**config.mk**
```make
export PLATFORM = sky130hd
export DESIGN_NAME = cprf_pair_table
export DESIGN_NICKNAME = d
export VERILOG_FILES = /design/src/sv/cprf_pkg.sv /design/src/sv/cprf_cell.sv /design/src/sv/cprf_pair_table.sv
export SDC_FILE = /design/constraint.sdc
export NUM_CORES = 1
export LEC_CHECK = 0
export BUFFER_PORTS_ARGS = -buffer_cell sky130_fd_sc_hd__buf_2
export CORE_UTILIZATION = 35
export CTS_CLUSTER_DIAMETER = 40
export DETAILED_ROUTE_END_ITERATION = 7
export GPL_ROUTABILITY_DRIVEN = 0
export PLACE_DENSITY = 0.58
export SYNTH_ARGS = -nofsm -noshare
export SYNTH_HDL_FRONTEND = slang
export SYNTH_SLANG_ARGS = --single-unit
export TNS_END_PERCENT = 10
```
**constraint.sdc**
```tcl
create_clock -name clk -period 4.9 [get_ports clk]
set_input_delay 0.49 -clock clk [delete_from_list [all_inputs] [get_ports clk]]
set_output_delay 0.49 -clock clk [all_outputs]
set_load 0.01 [all_outputs]
```
**src/sv/cprf_pkg.sv**
```systemverilog
// Package for the collision pair rule filter: payload structs, op codes and
// internal command types. No dependencies.
package cprf_pkg;

	localparam int BODY_BITS    = 10;
	localparam int PAIR_ENTRIES = 32;
	localparam int GROUP_COUNT  = 16;
	localparam int BODY_DEPTH   = 1 << BODY_BITS;

	// Op codes with special meaning.
	localparam logic [4:0] OP_QUERY         = 5'd0;
	localparam logic [4:0] OP_FIRST_EXC     = 5'd9;
	localparam logic [4:0] OP_LAST_TABLE    = 5'd16;
	localparam logic [4:0] OP_CLEAR         = 5'd17;
	localparam logic [4:0] OP_PAIR_ADD_RULE = 5'd3;
	localparam logic [4:0] OP_PAIR_ADD_EXC  = 5'd11;

	// Operation kind inside a rule or exception bank.
	localparam logic [2:0] K_BODY_ADD  = 3'd0;
	localparam logic [2:0] K_BODY_DEL  = 3'd1;
	localparam logic [2:0] K_PAIR_ADD  = 3'd2;
	localparam logic [2:0] K_PAIR_DEL  = 3'd3;
	localparam logic [2:0] K_GROUP_ADD = 3'd4;
	localparam logic [2:0] K_GROUP_DEL = 3'd5;
	localparam logic [2:0] K_GPAIR_ADD = 3'd6;
	localparam logic [2:0] K_GPAIR_DEL = 3'd7;

	// Who decided a query.
	localparam logic [2:0] DEC_DEFAULT  = 3'd0;
	localparam logic [2:0] DEC_BODY     = 3'd1;
	localparam logic [2:0] DEC_GROUP    = 3'd2;
	localparam logic [2:0] DEC_PAIR     = 3'd3;
	localparam logic [2:0] DEC_GPAIR    = 3'd4;
	localparam logic [2:0] DEC_NONQUERY = 3'd5;

	// Per-body mark codes.
	localparam logic [1:0] MARK_NONE   = 2'd0;
	localparam logic [1:0] MARK_ALLOW  = 2'd1;
	localparam logic [1:0] MARK_REJECT = 2'd2;

	typedef struct packed {
		logic [4:0]             op;
		logic [BODY_BITS-1:0]   body_a;
		logic [BODY_BITS-1:0]   body_b;
		logic [GROUP_COUNT-1:0] groups_a;
		logic [GROUP_COUNT-1:0] groups_b;
		logic [3:0]             group_a;
		logic [3:0]             group_b;
	} cmd_t;

	typedef struct packed {
		logic       allowed;
		logic [2:0] decided_by;
		logic       status;
	} result_t;

	typedef enum logic [2:0] {
		ST_CLR,
		ST_IDLE,
		ST_READ,
		ST_EXEC,
		ST_DONE
	} state_t;

	typedef enum logic [2:0] {
		PC_NOP,
		PC_PURGE,
		PC_INSERT,
		PC_REMOVE,
		PC_CLEAR
	} pair_op_t;

	// Command broadcast to every pair cell.
	typedef struct packed {
		pair_op_t             kind;
		logic [BODY_BITS-1:0] lo;
		logic [BODY_BITS-1:0] hi;
		logic                 reject;
	} pair_cmd_t;

	// Status handed from one pair cell to the next.
	typedef struct packed {
		logic free_seen;
		logic hit;
		logic rej_hit;
	} pair_chain_t;

endpackage

```
**src/sv/cprf_cell.sv**
```systemverilog
// One pair cell: holds one ordered body pair entry and passes search status
// on to its neighbor. Depends on cprf_pkg.
module cprf_cell import cprf_pkg::*; (
	input  logic        clk,
	input  logic        arst_n,
	input  pair_cmd_t   cmd,
	input  logic        ins_new,
	input  pair_chain_t chain_in,
	output pair_chain_t chain_out
);

	logic                 valid_q;
	logic                 rej_q;
	logic [BODY_BITS-1:0] lo_q;
	logic [BODY_BITS-1:0] hi_q;
	logic                 match_key;
	logic                 touch;
	logic                 take;

	// Compare against the broadcast key.
	assign match_key = valid_q && lo_q == cmd.lo && hi_q == cmd.hi;
	assign touch     = valid_q && (lo_q == cmd.lo || hi_q == cmd.lo);
	assign take      = ins_new && !valid_q && !chain_in.free_seen;

	// Hand the running status to the next cell.
	assign chain_out.free_seen = chain_in.free_seen | ~valid_q;
	assign chain_out.hit       = chain_in.hit | match_key;
	assign chain_out.rej_hit   = chain_in.rej_hit | (match_key & rej_q);

	// Valid bit.
	always_ff @(posedge clk or negedge arst_n) begin
		if (!arst_n) begin
			valid_q <= 1'b0;
		end else begin
			case (cmd.kind)
				PC_PURGE: begin
					if (touch) valid_q <= 1'b0;
				end
				PC_INSERT: begin
					if (!match_key && take) valid_q <= 1'b1;
				end
				PC_REMOVE: begin
					if (match_key && rej_q == cmd.reject) valid_q <= 1'b0;
				end
				PC_CLEAR: begin
					valid_q <= 1'b0;
				end
				default: begin
				end
			endcase
		end
	end

	// Entry payload.
	always_ff @(posedge clk) begin
		if (cmd.kind == PC_INSERT) begin
			if (match_key) begin
				rej_q <= cmd.reject;
			end else if (take) begin
				rej_q <= cmd.reject;
				lo_q  <= cmd.lo;
				hi_q  <= cmd.hi;
			end
		end
	end

endmodule

```
**src/sv/cprf_pair_table.sv**
```systemverilog
// Row of pair cells forming the body pair table, with its search summary.
// Depends on cprf_pkg and cprf_cell.
module cprf_pair_table import cprf_pkg::*; (
	input  logic      clk,
	input  logic      arst_n,
	input  pair_cmd_t cmd,
	output logic      hit,
	output logic      rej_hit,
	output logic      full
);

	pair_chain_t chain [PAIR_ENTRIES+1];
	logic        ins_new;

	assign chain[0] = '0;
	// A new entry goes in only when no cell already holds the key.
	assign ins_new = ~chain[PAIR_ENTRIES].hit;

	for (genvar i = 0; i < PAIR_ENTRIES; i++) begin : g_cell
		cprf_cell u_cell (
			.clk       (clk),
			.arst_n    (arst_n),
			.cmd       (cmd),
			.ins_new   (ins_new),
			.chain_in  (chain[i]),
			.chain_out (chain[i+1])
		);
	end

	assign hit     = chain[PAIR_ENTRIES].hit;
	assign rej_hit = chain[PAIR_ENTRIES].rej_hit;
	assign full    = ~chain[PAIR_ENTRIES].free_seen;

endmodule
```
==> metrics <==
status finished, final reports clean; number of synthesized flops with an enable pin 672; Critical Path AT 4.03 ns; startpoint types register; slowest cell delay on critical path 0.60 ns; leak pwr 13.7 nW; proportion of layout cells with a drive suffix above 1 16.1%; I/O pins 29; clock-pin transition on the worst setup and hold timing paths 0.05 ns; TNS Setup 0 ns; I/O Buffers 28; post-layout min period 4.52 ns; routed wirelength normalized by instance count 24.4 um; Tightest Pin Transition 1.30 ns; final setup vio count 0; DRT antenna net count 0; Nets 2932; Post-Place Cell Area 0.0389 mm^2; width of the chip 322 um; Inserted Diodes 0; CP max stage cell dfrtp_1; Final Non-Filler Cells 4371; setup ws final 0.379 ns; Yosys top cell area share 56.3%; largest net degree at the start of global routing 38; Die Area 0.104 mm^2; period utilization 92.3%; M1 WL 46.9 mm; max cap viols 0; Worst Path Max Fanout 9; CTS tree built; worst-path cell chain and3_1 -> nand4_2 -> nor2_1 -> nand4_1 -> or3_1 -> inv_1 -> nand3_1 -> nor2_1 -> buf_2; uppermost layer routed met5; clock power share 51.8%; final wirelength 107 mm; Area contributors post-synth edfxtp_1, xnor2_1, xor2_1, nand4_1, nor4_1; first-pass GRT wire length 160 mm; FP Rows 117; H-tree depth 3; max frequency 0.221 GHz; Detailed Routing Iterations Pass 1 6; Yosys reg bits 704; Synth warnings 0; grt ovf 0; syn nets 2731; fin area 0.0430 mm^2; GRT Util Overall 20.6%; combinational power share 7.1%; Hold Path Class in2reg; Post-DP HPWL 71.4 mm; CTS Sinks 704; clock tree buffer depth 3; pwr dens 376 mW/mm^2; placed cells 4158; initial DRC count 2182; met3 WL 7.13 mm; initial antenna violation count 4; DRC viols 0; Final Hold Fails 0; count leader, synth edfxtp_1; Min Hold Slack 0.144 ns; Slew Limit Headroom 12.5%; Reg2Reg Setup Slack 1.15 ns; Area growth, synth to finish 19.9%; pre-CTS WS 0.385 ns; top_reg_cell synth edfxtp_1; vias in the first global route 24.2k; Cell variety after synth 58; number of CTS-inserted buffers 112; vias 23.6k; die height 322 um; Core ar. 0.102 mm^2; CP most frequent cell nor2_1; Initial Util 35.3%; Flop pwr share 41.1%; NetSw 3.72 mW; Seq/Total Area, Yosys 58.5%; Max Transition Viols Final 0; post-synthesis average cell area 13.2 um^2; synth cell count leaders edfxtp_1, xnor2_1, xor2_1; Post-CTS Setup Inserts 0; routed wl met2 49.8 mm; RSZ-0062 raised after global routing false; Synth area leader edfxtp_1; Crit. End Element output pin; Worst-Skew Late Latency 0.67 ns; Req. time, crit path 4.41 ns; internal power 12.4 mW; VDD IR max 0.271 mV; CTS root buf clkbuf_16; Cells after Synth 2705; Via density 5.39; mapped cell area 0.0358 mm^2; Crit Path Category reg2out; skew final 0.0290 ns; Post-synth ARST share 4.55%; Net Sw Frac 23.0%
## per-stage QoR
stage                     util [%]  power [mW]
after global placement        38.3        7.89
after CTS                     42.3        16.3
after global routing          42.3        16.6
final                         42.3        16.2
after detailed placement      38.3        7.90
after floorplan                  -        7.42
## area by class of cell
| cell class | count | area, um^2 |
|---|---|---|
| clock buffer | 129 | 2990 |
| clock inverter | 82 | 1010 |
| fill | 9284 | 58600 |
| inverter | 23 | 86.3 |
| multi-input combinational | 1828 | 13900 |
| sequential | 704 | 21000 |
| tap | 1368 | 1710 |
| timing repair buffer | 237 | 2300 |
## state kept, by name, indices dropped and copies added, names as in the netlist
name,flops
g_cell.u_cell.rej_q,32
g_cell.u_cell.hi_q,320
g_cell.u_cell.valid_q,32
g_cell.u_cell.lo_q,320
## routing by layer
layer	up-vias	GRT usage (%)
met5	-	0
met4	6	6.19
met3	210	3.33
met2	936	33.3
met1	12000	28.4
li1	10400	-
## cell usage in the layout, fill, tap and decap left out, types with 14 or more instances in the layout
master / count
edfxtp_1: 672
xnor2_1: 547
xor2_1: 445
nand4_1: 207
buf_4: 177
nor4_1: 140
nand3_1: 136
clkbuf_16: 115
nand2_1: 56
o21ai_0: 54
buf_12: 40
dfrtp_1: 32
or3_1: 26
nor3_1: 24
inv_1: 23
nor2_1: 21
inv_6: 20
bufinv_16: 19
o22ai_1: 17
nor3_2: 14
clkinvlp_4: 14
clkinv_2: 14
## critical path, delay by kind of cell, from the launching register on
kind | cells | cell delay (ns)
DFF | 1 | 0.60
buffers and inverters | 2 | 0.34
and+or+nand+nor | 7 | 2.42
## power by group through the flow
stage | sequential (mW) | combinational (mW) | clock [mW]
2_1_floorplan | 6.75 | 0.668 | 0
3_3_place_gp | 6.76 | 1.13 | 0
3_5_place_dp | 6.76 | 1.14 | 0
4_1_cts | 6.64 | 1.15 | 8.47
5_1_grt | 6.64 | 1.22 | 8.70
6_report | 6.64 | 1.15 | 8.36
## final timing paths
path                                           startpoint                   endpoint  cells past startpoint
worst max-delay path             g_cell[1].u_cell.valid_q                       full                      9
worst min-delay path                              cmd[16]  g_cell[31].u_cell.lo_q[5]                      1
worst max register to register  g_cell[18].u_cell.lo_q[9]  g_cell[21].u_cell.hi_q[2]                      8
worst min register to register   g_cell[5].u_cell.valid_q   g_cell[5].u_cell.valid_q                      2
max in group asynchronous                          arst_n  g_cell[20].u_cell.valid_q                      2
min in group asynchronous                          arst_n   g_cell[9].u_cell.valid_q                      2
## cells by family (layout without fill, tap and decap cells)
kind of cell | Yosys count | after routing | share of synthesized area [%]
AOI/OAI and AO/OA | 153 | 153 | 3.11
buffers and inverters | 173 | 471 | 3.05
xor gates and xnor gates | 992 | 992 | 24.2
DFF | 704 | 704 | 58.5
and+or+nand+nor | 683 | 683 | 11.1
## timing repair
action                    in CTS  in global routing
hold buffers                   1                  0
resized for setup              0                  0
hold endpoints to repair      17                  0
Power figures use the tool's default switching activity.
